$ cat config.mk
export PLATFORM = sky130hd
export DESIGN_NAME = seven_bit_payload_codec
export DESIGN_NICKNAME = d
export VERILOG_FILES = /design/src/hw/rtl/sbpc_pkg.sv /design/src/hw/rtl/sbpc_merge.sv /design/src/hw/rtl/sbpc_seq.sv /design/src/hw/rtl/seven_bit_payload_codec.sv
export SDC_FILE = /design/constraint.sdc
export NUM_CORES = 1
export LEC_CHECK = 0
export ABC_CLOCK_PERIOD_IN_PS = 2650
export BUFFER_PORTS_ARGS = -buffer_cell sky130_fd_sc_hd__buf_2
export CORE_UTILIZATION = 58
export CTS_BUF_LIST = sky130_fd_sc_hd__clkbuf_8
export DETAILED_ROUTE_END_ITERATION = 10
export GPL_ROUTABILITY_DRIVEN = 0
export PLACE_DENSITY = 0.77
export SETUP_SLACK_MARGIN = 0.4
export SYNTH_ARGS = -nofsm -noshare
export SYNTH_HDL_FRONTEND = slang
export SYNTH_HIERARCHICAL = 1
export SYNTH_SLANG_ARGS = --single-unit
$ cat constraint.sdc
create_clock -name clk -period 2.65 [get_ports clk]
set_clock_uncertainty 0.1 [all_clocks]
set_input_delay 0.53 -clock clk [delete_from_list [all_inputs] [get_ports clk]]
set_output_delay 0.53 -clock clk [all_outputs]
set_load 0.02 [all_outputs]
$ cat src/hw/rtl/sbpc_pkg.sv
// ============================================================================
// sbpc_pkg: shared types and constants for the seven-bit payload codec
// Result-unit operation codes, the control word the sequencer hands to the
// result unit, and the result word it passes on to the output register.
// ============================================================================
package sbpc_pkg;

    localparam int unsigned BYTE_W  = 8;
    localparam int unsigned IDX_W   = 3;
    localparam int unsigned GROUP_N = 7;

    localparam logic [IDX_W-1:0] POS_LAST_DATA = 3'd6;
    localparam logic [IDX_W-1:0] POS_FULL      = 3'd7;

    // operation of the shared result unit
    typedef enum logic [1:0] {
        MD_LOW7  = 2'd0,
        MD_TOP   = 2'd1,
        MD_MERGE = 2'd2
    } merge_mode_t;

    typedef struct packed {
        merge_mode_t      mode;
        logic [IDX_W-1:0] idx;
    } merge_ctrl_t;

    typedef struct packed {
        logic              valid;
        logic [BYTE_W-1:0] data;
        logic              last;
    } emit_t;

endpackage

$ cat src/hw/rtl/sbpc_merge.sv
// ============================================================================
// sbpc_merge: shared result unit
// Forms one result byte per cycle: the low seven bits of a raw byte, the
// gathered top bits, or a held byte with one top bit added back in.
// ============================================================================
module sbpc_merge (
    input  sbpc_pkg::merge_ctrl_t ctrl,
    input  logic [7:0]            held_byte,
    input  logic [7:0]            data_byte,
    input  logic [6:0]            top_bits,
    output logic [7:0]            result
);
    import sbpc_pkg::*;

    logic [7:0] add_term;

    // bit idx of the trailing byte moves up to bit 7
    assign add_term = {data_byte[ctrl.idx], 7'b0};

    always_comb
    begin
        case (ctrl.mode)
            MD_LOW7:  result = {1'b0, data_byte[6:0]};
            MD_TOP:   result = {1'b0, top_bits};
            MD_MERGE: result = held_byte + add_term;
            default:  result = '0;
        endcase
    end

endmodule

$ cat src/hw/rtl/sbpc_seq.sv
// ============================================================================
// sbpc_seq: group sequencer
// Tracks the group position, gathers top bits, holds decoded data bytes and
// steps the shared result unit once per result byte.
// ============================================================================
module sbpc_seq (
    input  logic            clk,
    input  logic            rst_n,
    input  logic            direction,
    input  logic            in_valid,
    input  logic [7:0]      in_data,
    input  logic            in_last,
    output logic            in_ready,
    input  logic            out_free,
    output sbpc_pkg::emit_t emit
);
    import sbpc_pkg::*;

    typedef enum logic [1:0] {
        ST_IDLE = 2'b01,
        ST_EMIT = 2'b10
    } state_t;

    state_t           state_reg, state_next;
    logic [IDX_W-1:0] pos_reg, pos_next;
    logic [6:0]       top_reg, top_next;
    logic [7:0]       data_reg, data_next;
    logic             last_reg, last_next;
    logic             dec_reg, dec_next;
    logic             close_reg, close_next;
    logic [IDX_W-1:0] idx_reg, idx_next;
    logic [IDX_W-1:0] cnt_reg, cnt_next;
    logic [7:0]       held_reg [GROUP_N];

    logic             accept;
    logic             flush;
    logic             held_we;
    logic             enc_close;
    logic             emit_valid;
    merge_ctrl_t      ctrl;
    logic [7:0]       result;

    assign in_ready  = (state_reg == ST_IDLE);
    assign accept    = in_valid && in_ready;
    assign flush     = (pos_reg == POS_FULL) || in_last;
    assign enc_close = (pos_reg >= POS_LAST_DATA) || in_last;
    assign held_we   = accept && direction && !flush;

    always_comb
    begin
        state_next = state_reg;
        pos_next   = pos_reg;
        top_next   = top_reg;
        data_next  = data_reg;
        last_next  = last_reg;
        dec_next   = dec_reg;
        close_next = close_reg;
        idx_next   = idx_reg;
        cnt_next   = cnt_reg;
        emit_valid = 1'b0;
        case (state_reg)
            ST_IDLE:
            begin
                if (accept)
                begin
                    data_next = in_data;
                    last_next = in_last;
                    dec_next  = direction;
                    idx_next  = '0;
                    if (!direction)
                    begin
                        // a top bit beyond the group is dropped
                        if (pos_reg != POS_FULL)
                        begin
                            top_next = top_reg | (7'(in_data[7]) << pos_reg);
                        end
                        close_next = enc_close;
                        cnt_next   = enc_close ? 3'd1 : 3'd0;
                        state_next = ST_EMIT;
                    end
                    else if (flush)
                    begin
                        if (pos_reg == '0)
                        begin
                            // last byte with nothing held
                            pos_next = '0;
                            top_next = '0;
                        end
                        else
                        begin
                            cnt_next   = pos_reg - 3'd1;
                            state_next = ST_EMIT;
                        end
                    end
                    else
                    begin
                        pos_next = pos_reg + 3'd1;
                    end
                end
            end
            ST_EMIT:
            begin
                emit_valid = out_free;
                if (out_free)
                begin
                    idx_next = idx_reg + 3'd1;
                    if (idx_reg == cnt_reg)
                    begin
                        state_next = ST_IDLE;
                        if (dec_reg || close_reg)
                        begin
                            pos_next = '0;
                            top_next = '0;
                        end
                        else
                        begin
                            pos_next = pos_reg + 3'd1;
                        end
                    end
                end
            end
            default:
            begin
                state_next = ST_IDLE;
            end
        endcase
    end

    always_comb
    begin
        ctrl.idx = idx_reg;
        if (dec_reg)
        begin
            ctrl.mode = MD_MERGE;
        end
        else if (idx_reg == '0)
        begin
            ctrl.mode = MD_LOW7;
        end
        else
        begin
            ctrl.mode = MD_TOP;
        end
    end

    sbpc_merge u_merge (
        .ctrl      (ctrl),
        .held_byte (held_reg[idx_reg]),
        .data_byte (data_reg),
        .top_bits  (top_reg),
        .result    (result)
    );

    assign emit = '{valid: emit_valid,
                    data:  result,
                    last:  last_reg && (idx_reg == cnt_reg)};

    always_ff @(posedge clk or negedge rst_n)
    begin
        if (!rst_n)
        begin
            state_reg <= ST_IDLE;
            pos_reg   <= '0;
            top_reg   <= '0;
            last_reg  <= 1'b0;
            dec_reg   <= 1'b0;
            close_reg <= 1'b0;
            idx_reg   <= '0;
            cnt_reg   <= '0;
        end
        else
        begin
            state_reg <= state_next;
            pos_reg   <= pos_next;
            top_reg   <= top_next;
            last_reg  <= last_next;
            dec_reg   <= dec_next;
            close_reg <= close_next;
            idx_reg   <= idx_next;
            cnt_reg   <= cnt_next;
        end
    end

    always_ff @(posedge clk)
    begin
        data_reg <= data_next;
        if (held_we)
        begin
            held_reg[pos_reg] <= in_data;
        end
    end

endmodule

$ cat src/hw/rtl/seven_bit_payload_codec.sv
// ============================================================================
// seven_bit_payload_codec: 7-bit packing encoder / decoder
// Converts a byte message to or from 7-bit packed form.
// ============================================================================
// usage:
//   s_* carries input bytes (tdata = data byte, tlast = final byte of the
//   message); m_* carries result bytes (tdata = byte, tlast = final result
//   of the last input). cfg_we / cfg_wdata sets direction: 0 encodes,
//   1 decodes; write it only while no transaction is in flight.
// per input transaction:
//   encode: 1 result, or 2 when the group closes and the top-bit byte follows
//   decode, byte held: no result; decode, group flush of n held bytes: n
//   results; the sequencer drives one result per cycle through the shared
//   result unit while out_free is high; s_tready is low while it emits
// path: idle accepts, emit state emits, output register drives m_tvalid
// stalls: the output register holds its result while m_tready is low and
//   the sequencer waits; s_tready stays low until all results are loaded
// reset: direction returns to encode, group position and gathered top
//   bits clear, m_tvalid drops; held bytes are undefined until written
// ============================================================================
module seven_bit_payload_codec (
    input  logic       clk,
    input  logic       rst_n,
    input  logic       cfg_we,
    input  logic       cfg_wdata,
    input  logic       s_tvalid,
    output logic       s_tready,
    input  logic [7:0] s_tdata,   // [7:0] data_byte
    input  logic       s_tlast,
    output logic       m_tvalid,
    input  logic       m_tready,
    output logic [7:0] m_tdata,   // [7:0] out_byte
    output logic       m_tlast
);
    import sbpc_pkg::*;

    logic       direction_reg;
    logic       out_valid_reg, out_valid_next;
    logic [7:0] out_data_reg;
    logic       out_last_reg;
    logic       out_free;
    emit_t      emit;

    assign out_free = !out_valid_reg || m_tready;

    sbpc_seq u_seq (
        .clk       (clk),
        .rst_n     (rst_n),
        .direction (direction_reg),
        .in_valid  (s_tvalid),
        .in_data   (s_tdata),
        .in_last   (s_tlast),
        .in_ready  (s_tready),
        .out_free  (out_free),
        .emit      (emit)
    );

    always_comb
    begin
        if (emit.valid)
        begin
            out_valid_next = 1'b1;
        end
        else if (m_tready)
        begin
            out_valid_next = 1'b0;
        end
        else
        begin
            out_valid_next = out_valid_reg;
        end
    end

    always_ff @(posedge clk or negedge rst_n)
    begin
        if (!rst_n)
        begin
            direction_reg <= 1'b0;
            out_valid_reg <= 1'b0;
        end
        else
        begin
            if (cfg_we)
            begin
                direction_reg <= cfg_wdata;
            end
            out_valid_reg <= out_valid_next;
        end
    end

    always_ff @(posedge clk)
    begin
        if (emit.valid)
        begin
            out_data_reg <= emit.data;
            out_last_reg <= emit.last;
        end
    end

    assign m_tvalid = out_valid_reg;
    assign m_tdata  = out_data_reg;
    assign m_tlast  = out_last_reg;

endmodule

Word-level counts from Yosys, hierarchy flattened
Memories as Yosys holds them, arrays and structs flattened.
Index checks and enable logic that the tools add are counted.
{"block": "word_totals", "mem_count": 1, "latchBits": 0, "register_bits": 40, "in_bits": 15, "output_inout_bits": 11, "romBits": 0, "wordCells": 105, "mem_bits_rw": 56}
{"block": "op_classes", "shifts": 1, "bitwise_logic": 2, "addsub": 4, "div": 0, "n_lt_le_gt_ge": 2, "reduce_logical": 22, "multipliers": 0, "mux": 41, "n_eq_ne": 19}
{"memory": "u_seq.held_reg", "words": 7, "word_bits": 8, "read_ports": 1, "rd_clocked_by_memory_dff": 0, "wr": 1, "line_no": "sbpc_seq.sv:33", "rtl": "logic [7:0] held_reg [GROUP_N];"}
{"op": "$mux 7", "count": 8}
{"op": "$mux 3", "count": 12}
{"op": "$pmux 8 s3", "count": 1}
{"op": "$ne 3x3->1 const B", "count": 6}
{"op": "$mux 2", "count": 7}
{"op": "$pmux 7 s2", "count": 1}
{"op": "$pmux 3 s2", "count": 2}
{"op": "$add 8x8->8", "count": 1}
{"op": "$mux 1", "count": 8}
{"op": "$ne 2x1->1 const B", "count": 4}
{"op": "$reduce_and 8->1", "count": 1}
{"op": "$or 7x7->7", "count": 1}
{"op": "$shl 1x3->7", "count": 1}
{"op": "$add 3x1->3 const B", "count": 2}
{"op": "$logic_not 3->1", "count": 2}
{"op": "$ne 2x2->1 const B", "count": 3}
{"op": "$reduce_and 3->1", "count": 2}
{"op": "$reduce_and 6->1", "count": 1}
{"op": "$reduce_and 5->1", "count": 1}
{"op": "$eq 2x1->1 const B", "count": 2}
{"op": "$eq 2x2->1 const B", "count": 2}
{"op": "$logic_and 1x1->1", "count": 4}
{"op": "$logic_or 1x1->1", "count": 4}
{"op": "$lt 3x4->1 const B", "count": 1}
{"op": "12 further kinds", "count": 14}

Depth between registers and ports, before layout
Gate-level depths: netlist of run 1.
{"block": "depth", "word_depth": 6, "mapped_depth": 10, "mapped_depth_nobuf": 7}

Modules after synthesis
Netlist of run 1, hierarchy kept.
{"mod": "sbpc_seq", "seq_area_each_um2": 2448.6, "area_per_inst_um2": 3688.5, "instances": 1, "cells_per_inst": 271}
{"mod": "seven_bit_payload_codec", "seq_area_each_um2": 320.3, "area_per_inst_um2": 347.8, "instances": 1, "cells_per_inst": 14}
{"mod": "sbpc_merge", "seq_area_each_um2": 0.0, "area_per_inst_um2": 240.2, "instances": 1, "cells_per_inst": 33}

Least setup slack after synthesis of run 1
Ideal clock, no wire load.
{"block": "synth_path", "path_kind": "register to register", "from": "register u_seq.state_reg[0]", "to": "memory u_seq.held_reg[0][0] (enable)", "required_ns": 2.167, "path_stages_with_launch": 7, "setup_time_ns": 0.383, "synth_period_minus_slack_ns": 2.608, "slack_ns": 0.042, "arrival_time_ns": 2.124, "n_path_buf": 1, "path_cell_list": "dfstp_2 > ha_1 > nand2_1 > nor3_1 > buf_2 > nand3_1 > nor3_1"}
{"block": "synth_between", "elab_chain_cells": 6}
{"element": "from (decl)", "line_no": "sbpc_seq.sv:24", "rtl": "state_t state_reg, state_next;"}
{"element": "from (signal assigned)", "line_no": "sbpc_seq.sv:173", "rtl": "state_reg <= state_next;"}
{"element": "$eq 2x1->1", "line_no": "sbpc_seq.sv:43", "rtl": "assign in_ready = (state_reg == ST_IDLE);"}
{"element": "named net s_tready", "line_no": "seven_bit_payload_codec.sv:27", "rtl": "output logic s_tready,"}
{"element": "$logic_and 1x1->1", "line_no": "sbpc_seq.sv:44", "rtl": "assign accept = in_valid && in_ready;"}
{"element": "$logic_and 1x1->1 (2 in series)", "line_no": "sbpc_seq.sv:47", "rtl": "assign held_we = accept && direction && !flush;"}
{"element": "$mux 1", "line_no": "sbpc_seq.sv:187", "rtl": "if (held_we)"}
{"element": "$mux 1 (implied by the code)", "line_no": "sbpc_seq.sv:189", "rtl": "held_reg[pos_reg] <= in_data;"}
{"element": "to (decl)", "line_no": "sbpc_seq.sv:33"}
The timed path passes the listed nets, and every way through them passes these cells.

Worst setup path after layout of run 1
{"block": "layout_path", "from": "register u_seq.state_reg[0]", "to": "memory u_seq.held_reg[0][0] (enable)"}
{"block": "layout_between", "elab_chain_cells": 6}
{"element": "$eq 2x1->1", "line_no": "sbpc_seq.sv:43"}
{"element": "$logic_and 1x1->1", "line_no": "sbpc_seq.sv:44"}
{"element": "$logic_and 1x1->1 (2 in series)", "line_no": "sbpc_seq.sv:47"}
{"element": "$mux 1", "line_no": "sbpc_seq.sv:187"}
{"element": "$mux 1 (implied by the code)", "line_no": "sbpc_seq.sv:189"}
Every way passes these cells.

==> impl_metrics.yaml, run 1 <==
yosys:
  synthFlopType: "edfxtp_1"
  synthArstFlopShare_pct: 24.0
  synth_most_common_cell: "edfxtp_1"
  synth.top_cell.area_share_pct: 51.3
  syn_inst: 318
  syn-mean-instance-area_um2: 13.4
  ys_seq_area_share_pct: 64.7
  post-synth-top-area-cell: "edfxtp_1"
  ys.warnings.count: 6
  ys_seq_elements: 96
  synthTopCellsByArea: "edfxtp_1 51%, dfrtp_1 13%, mux2i_1 5.6%, mux4_2 4.7%, nand2_1 3.0%"
  synth_nets: 341
  synth.distinct_cells: 43
  synth_edf_count: 73
  syn-cell-area_mm2: 0.00428
  synth_commonest_cells: "73 x edfxtp_1, 34 x nand2_1, 24 x mux2i_1, 24 x nor2_1, 22 x dfrtp_1"
sta:
  finalCritPeriodShare_pct: 79.1
  setup_viol: 0
  max_slew_margin_pct: 65.0
  rsz0062_at_grt: "no"
  period_needed_ns: 2.10
  worst_pin_slew_ns: 0.524
  setup_slack_ns: 0.554
  finalHoldViolations: 0
  fmax_mhz: 477
  fin_setup_tns_ns: 0
  final_max_slew_viol_count: 0
pwr:
  p_comb_share_pct: 35.2
  p_per_area_mw_per_mm2: 941
  p_seq_share_pct: 44.3
  ir_drop_mv: 0.526
  power_frac_clock_pct: 20.5
  switching_share_pct: 36.1
  switchingPower_mw: 1.64
  internal-power_mw: 2.91
  p_leak_nw: 1.80
final_layout:
  syn_to_final_growth_pct: 13.1
  fin_area_mm2: 0.00484
  seqCellArea_mm2: 0.00277
  drive_above_1_share_pct: 24.8
  largest_reg_flops: 56
  fin_cells: 455
  final_nets: 377
  fillerInstances: 483
  antennaDiodeCount: 0
  multi_input_area_mm2: 0.00143
setup_path:
  critPathCaptureType: "flip-flop"
  start_kind: "flip-flop"
  critPathArrivalTime_ns: 2.08
  critPathKind: "flip-flop to flip-flop"
  critPathSlowestCell: "dfstp_2"
  slowest_delay_ns: 0.57
  critPathRequiredTime_ns: 2.64
  crit_family: "simple AND/OR/NAND/NOR gates"
  worstPathCellList: "ha_4 -> nand2_1 -> nor3_2 -> buf_4 -> nand3_4 -> nor3_4 -> buf_12"
  path_max_fanout: 8
  r2r-start: "u_seq/state_reg[0]"
  worstPathBufferInverterCount: 2
  setup.worst_path.start: "u_seq/state_reg[0]"
global_route:
  overflow: 0
  first_global_vias: 2535
  grt_pass1_wl_mm: 13.1
  grt_start_max_net_pins: 27
  antenna_found_initial: 0
  grt_usage_pct: 23.7
detailed_routing:
  dr.pass1.iters: 6
  drc: 0
  routed_wl_mm: 8.18
  ant_nets: 0
  wl_per_cell_um: 18.0
  viasPerCell: 5.84
  drt-initial-drc-count: 190
  num_vias: 2659
clock_network:
  path_clk_slew_ns: 0.10
  cts_tree: "yes"
  clock_latency_ns: 0.36
  cts_sinks: 96
  clockRootBuffer: "clkbuf_8"
  ctsHtreeMaxLevel: 3
  clk_path_buf_depth: 2
  cts_made_buffers: 9
  cts_hold_buf: 0
run_status:
  outcome: "complete, no violations"
job:
  maxCapViolCount: 0
floorplanning:
  num_rows: 30
  ios: 26
  initial_core_util_pct: 61.6
  core-area_mm2: 0.00694
  die-width_um: 87.9
  dieHeight_um: 87.9
  dieArea_mm2: 0.00772
place:
  placed_cells: 433
  post-place-ws_ns: 0.331
  dpl-instance-area_mm2: 0.00453
  numPortBuffers: 25
  hpwlAfterDp_mm: 5.59
min_path:
  hold_class: "input pin to async pin"
## cells in the final DEF, fill, tap and decap left out, types with 2 or more instances in the layout
cell type,instances
a21oi_1,16
a31oi_1,7
buf_2,25
buf_4,16
clkbuf_8,9
clkinv_8,2
clkinvlp_4,2
dfrtp_1,22
edfxtp_1,73
ha_1,7
inv_1,8
inv_6,2
mux2_2,3
mux2i_1,24
mux4_2,9
nand2_1,34
nand2b_1,4
nand3_1,4
nor2_1,21
nor2_4,3
nor3_1,8
nor3_2,3
nor3b_1,2
nor4_1,2
o21ai_0,15
o21ai_1,8
o311ai_0,2
or2_2,2
xnor2_1,2
xor2_1,2
## cell families (layout without fill, tap and decap cells)
group / after synthesis / in the layout / share of synthesized area (%)
adder cells (fa/ha/maj): 8 / 8 / 2.34
flip-flops: 96 / 96 / 64.7
buffers and inverters: 28 / 69 / 3.42
XOR/XNOR: 4 / 4 / 0.819
AO/OA/AOI/OAI: 54 / 54 / 7.29
AND/OR/NAND/NOR: 91 / 91 / 9.89
multiplexers: 37 / 37 / 11.5
## repair_timing
action,4_1_cts,5_1_grt
hold endpoints to repair,0,0
gates resized for setup,0,10
setup endpoints to repair,39,69
buffers inserted,2,4
pin swaps,1,2
## final timing paths
check | cells past startpoint | end | slack, ns
max in group asynchronous | 1 | u_seq/state_reg[0] | 2.06
min in group clk | 2 | direction_reg | 0.31
max | 7 | u_seq/held_reg[0][0] | 0.55
min reg2reg | 2 | u_seq/top_reg[4] | 0.42
min | 1 | u_seq/idx_reg[0] | 0.02
max reg2reg | 7 | u_seq/held_reg[0][0] | 0.55
## metrics by stage
step                      hold WS [ns]  utilization, %  power (mW)
final                           0.0245            69.7        4.55
after global routing            0.0433            69.7        4.82
after CTS                       0.0228            68.5        4.48
after detailed placement         0.390            65.2        3.53
after global placement           0.384            65.2        3.49
after floorplan                  0.134               -        3.19
## layout make-up
cell class	count	share of cell area (%)
Clock inverter	7	1.58
Timing Repair Buffer	43	5.72
Tap cell	96	2.48
Clock buffer	9	2.56
Inverter	10	0.776
Sequential cell	96	57.2
Multi-Input combinational cell	194	29.6
## power by group through the flow
stage                     Clock [mW]  Sequential, mW  Combinational [mW]
final                          0.934            2.01                1.60
after global routing            1.01            2.04                1.77
after CTS                      0.952            2.01                1.52
after detailed placement           0            2.04                1.49
after global placement             0            2.04                1.45
after floorplan                    0            2.07                1.12
## worst reg2reg max path: cells and delay by family (launching register included)
family	cells	cell delay [ns]
and+or+nand+nor	4	0.65
DFF	1	0.57
buffers and inverters	2	0.30
adders and majority gates	1	0.19
## metal layers
layer | track usage [%] | up-vias | routed length (um)
li1 | - | 1246 | -
met1 | 34.2 | 1318 | 3820
met2 | 35.8 | 82 | 3820
met3 | 5.37 | 13 | 399
met4 | 8.20 | 0 | 138
met5 | 0 | - | 0
Power figures use the tool's default switching activity.
==> run 2, diff against run 1 <==
- ABC_CLOCK_PERIOD_IN_PS: 2650 -> 2100
- clock period: 2.65 -> 2.1 ns (I/O delays scaled with it)
==> impl_metrics.yaml, run 2 (synthesized netlist as in run 1, its figures left out) <==
sta:
  period_needed_ns: 1.98
  fin_setup_tns_ns: 0
  final_max_slew_viol_count: 0
  setup_viol: 0
  finalHoldViolations: 0
  rsz0062_at_grt: "yes"
  finalCritPeriodShare_pct: 94.3
  worst_pin_slew_ns: 0.540
  fmax_mhz: 505
  max_slew_margin_pct: 64.0
final_layout:
  antennaDiodeCount: 0
  drive_above_1_share_pct: 40.0
  layout_common_cells: "73 x edfxtp_1, 27 x nand2_1, 25 x buf_4"
  final_common_cell: "edfxtp_1"
  fin_util_pct: 77.1
  largest_reg_flops: 56
  syn_to_final_growth_pct: 25.2
  final_nets: 403
place:
  hpwlAfterDp_mm: 6.07
  numPortBuffers: 25
detailed_routing:
  num_vias: 2801
  drc: 0
  dr.pass1.iters: 5
  viasPerCell: 5.82
  drt-initial-drc-count: 189
  wl_per_cell_um: 18.9
  ant_nets: 0
  routed_wl_mm: 9.08
clock_network:
  cts_made_buffers: 9
  path_clk_slew_ns: 0.09
  cts_tree: "yes"
  clock_latency_ns: 0.36
  ctsHtreeMaxLevel: 3
  clk_path_buf_depth: 2
  clockRootBuffer: "clkbuf_8"
  cts_sinks: 96
global_route:
  grt_usage_pct: 25.4
  antenna_found_initial: 0
  overflow: 0
  first_global_vias: 2694
  grt_start_max_net_pins: 26
  grt_pass1_wl_mm: 13.9
pwr:
  p_leak_nw: 1.97
  ir_drop_mv: 0.715
  p_per_area_mw_per_mm2: 1210
floorplanning:
  ios: 26
  core-area_mm2: 0.00694
  num_rows: 30
  die-width_um: 87.9
  dieArea_mm2: 0.00772
  initial_core_util_pct: 61.6
  dieHeight_um: 87.9
min_path:
  hold_class: "input pin to flip-flop"
  whs_path_depth: 2
setup_path:
  critPathCaptureType: "flip-flop"
  reg2reg_depth: 7
  start_kind: "flip-flop"
  critPathRequiredTime_ns: 2.04
  path_max_fanout: 8
  critPathKind: "flip-flop to flip-flop"
  critPathArrivalTime_ns: 1.92
run_status:
  outcome: "complete, no violations"
job:
  maxCapViolCount: 0
[run 2: per-stage QoR]
step	setup slack, ns	power [mW]	instance area (um^2)	instances	hold slack (ns)
after global placement	0.0232	4.64	4750	444	0.321
after detailed placement	-0.0648	4.71	4750	444	0.328
after CTS	0.100	6.07	5130	471	0.179
final	0.120	6.49	5350	481	0.199
after floorplan	0.0429	4.18	4460	318	0.0244
after global routing	0.0610	6.81	5350	481	0.185
[run 2: repair_timing]
item,CTS,global route
pin swaps,24,27
endpoints found under the hold margin,22,0
setup buffers,10,10
hold buffers,1,0
setup endpoints to repair,83,99
resized for setup,32,39
[run 2: worst paths after layout]
kind	startpoint	end	slack, ns
setup / recovery	u_seq/pos_reg[0]	u_seq/held_reg[4][7]	0.12
hold / removal	cfg_wdata	direction_reg	0.20
setup reg to reg	u_seq/pos_reg[0]	u_seq/held_reg[4][7]	0.12
hold reg to reg	u_seq/last_reg	u_seq/last_reg	0.43
max in group asynchronous	rst_n	u_seq/idx_reg[1]	1.06
min in group asynchronous	rst_n	u_seq/idx_reg[2]	0.46
[run 2: cell type report]
type / count / area [um^2]
Clock buffer: 9 / 124
Clock inverter: 7 / 73.8
Fill cell: 388 / 1590
Inverter: 10 / 51.3
Multi-Input combinational cell: 194 / 1640
Sequential cell: 96 / 2770
Tap cell: 96 / 120
Timing Repair Buffer: 69 / 574
[run 2: metal layers]
| metal | global-route usage [%] | part of all wire (%) | vias up |
|---|---|---|---|
| li1 | - | - | 1293 |
| met1 | 35.3 | 45 | 1399 |
| met2 | 39.5 | 49 | 90 |
| met3 | 4.71 | 4.6 | 19 |
| met4 | 11.0 | 1.9 | 0 |
| met5 | 0 | 0 | - |
[run 2: critical path, stage by stage, from the launching register on]
cell and delay (ns):
dfrtp_1 0.40, ha_2 0.20, ha_4 0.16, nor3_4 0.19, buf_6 0.15, nand3_4 0.08, buf_6 0.16, nor2_4 0.23
[run 2: report_power, final]
| part | switching (mW) | internal (mW) |
|---|---|---|
| sequential | 0.199 | 2.37 |
| clock | 0.702 | 0.467 |
| combinational | 1.48 | 1.27 |
| total | 2.39 | 4.11 |
==> run 3, diff against run 2 <==
- CORE_UTILIZATION: 58 -> 56
- PLACE_DENSITY: 0.77 -> 0.74
==> impl_metrics.yaml, run 3 (synthesized netlist as in run 1, its figures left out) <==
clock_network:
  cts_made_buffers: 9
  path_clk_slew_ns: 0.10
  ctsHtreeMaxLevel: 3
  cts_tree: "yes"
  clk_path_buf_depth: 2
  cts_sinks: 96
  clockRootBuffer: "clkbuf_8"
  clock_latency_ns: 0.37
detailed_routing:
  dr.pass1.iters: 5
  drt-initial-drc-count: 265
  routed_wl_mm: 8.99
  wl_per_cell_um: 19.0
  viasPerCell: 5.93
  num_vias: 2811
  drc: 0
  ant_nets: 0
sta:
  period_needed_ns: 1.96
  rsz0062_at_grt: "yes"
  final_max_slew_viol_count: 0
  max_slew_margin_pct: 64.5
  worst_pin_slew_ns: 0.533
  fin_setup_tns_ns: 0
  finalHoldViolations: 0
  finalCritPeriodShare_pct: 93.2
  setup_viol: 0
  fmax_mhz: 511
place:
  dpl-instance-area_mm2: 0.00473
  numPortBuffers: 25
  hpwlAfterDp_mm: 5.80
global_route:
  grt_start_max_net_pins: 27
  grt_pass1_wl_mm: 14.2
  overflow: 0
  grt_usage_pct: 25.1
  antenna_found_initial: 0
  first_global_vias: 2680
setup_path:
  start_kind: "flip-flop"
  critPathRequiredTime_ns: 2.26
  path_max_fanout: 7
  critPathCaptureType: "flip-flop"
  critPathArrivalTime_ns: 2.12
  critPathKind: "flip-flop to flip-flop"
  reg2reg_depth: 8
floorplanning:
  dieHeight_um: 89.4
  num_rows: 31
  die-width_um: 89.4
  ios: 26
  core-area_mm2: 0.00733
  dieArea_mm2: 0.00799
  initial_core_util_pct: 58.3
final_layout:
  final_nets: 393
  largest_reg_flops: 56
  layout_common_cells: "73 x edfxtp_1, 29 x nand2_1, 24 x buf_2"
  fillerInstances: 472
  fin_area_mm2: 0.00524
  syn_to_final_growth_pct: 22.5
  final_common_cell: "edfxtp_1"
  drive_above_1_share_pct: 35.7
  antennaDiodeCount: 0
pwr:
  p_leak_nw: 1.92
  p_per_area_mw_per_mm2: 1210
  ir_drop_mv: 0.694
run_status:
  outcome: "complete, no violations"
min_path:
  hold_class: "input pin to flip-flop"
  whs_path_depth: 2
job:
  maxCapViolCount: 0
==> run 3: what timing repair did <==
item / CTS / global route
endpoints found under the setup margin: 83 / 90
resized for setup: 30 / 15
hold endpoints to repair: 22 / 0
pin swaps: 20 / 10
buffers inserted: 9 / 2
hold buffers: 1 / 0
cloned: 2 / 0
==> run 3: path summary, 6_finish.rpt <==
check | from | slack [ns] | to
max | u_seq/state_reg[1] | 0.14 | u_seq/top_reg[5]
max in group asynchronous | rst_n | 1.07 | u_seq/idx_reg[0]
max reg2reg | u_seq/state_reg[1] | 0.14 | u_seq/top_reg[5]
min | cfg_wdata | 0.18 | direction_reg
min in group asynchronous | rst_n | 0.44 | m_tvalid
min reg2reg | u_seq/top_reg[4] | 0.42 | u_seq/top_reg[4]
==> run 3: layer usage <==
layer  GRT usage [%]  vias up  wire length, um
met5               0        -                0
met4            9.96        0              217
met3            5.82       19              555
met2            38.2      111             4320
met1            35.3     1401             3900
li1                -     1280                -
==> run 3: where the power goes <==
part	internal, mW	total (mW)	leakage [nW]	switching [mW]
sequential	2.37	2.57	0.955	0.197
combinational	1.13	2.54	0.865	1.41
clock	0.480	1.22	0.104	0.739
==> run 3: cell type report <==
class / count / area (um^2) / share of cell area, %
flip-flops and latches: 96 / 2770 / 52.9
multi-input cells: 194 / 1590 / 30.3
repair buffers: 59 / 510 / 9.74
clock buffers: 9 / 124 / 2.36
well taps: 99 / 124 / 2.36
clock inverters: 7 / 81.3 / 1.55
inverters: 10 / 43.8 / 0.836
==> run 3: worst max-delay path: stages (launching register included) <==
cell and delay (ns):
dfrtp_1 0.39, inv_2 0.06, ha_4 0.17, buf_4 0.17, inv_4 0.06, o21ai_1 0.10
o32ai_4 0.36, and4b_2 0.37, nor2_1 0.07
==> run 3: metrics by stage <==
step           instances  power (mW)  util [%]  hold slack [ns]  setup slack, ns
5_1_grt              474        6.66      71.5            0.182           0.0626
3_3_place_gp         444        4.63      64.5            0.321           0.0802
6_report             474        6.33      71.5            0.179            0.142
2_1_floorplan        318        4.18         -           0.0244           0.0429
4_1_cts              472        6.15      70.4            0.176            0.136
3_5_place_dp         444        4.69      64.5            0.329           0.0278
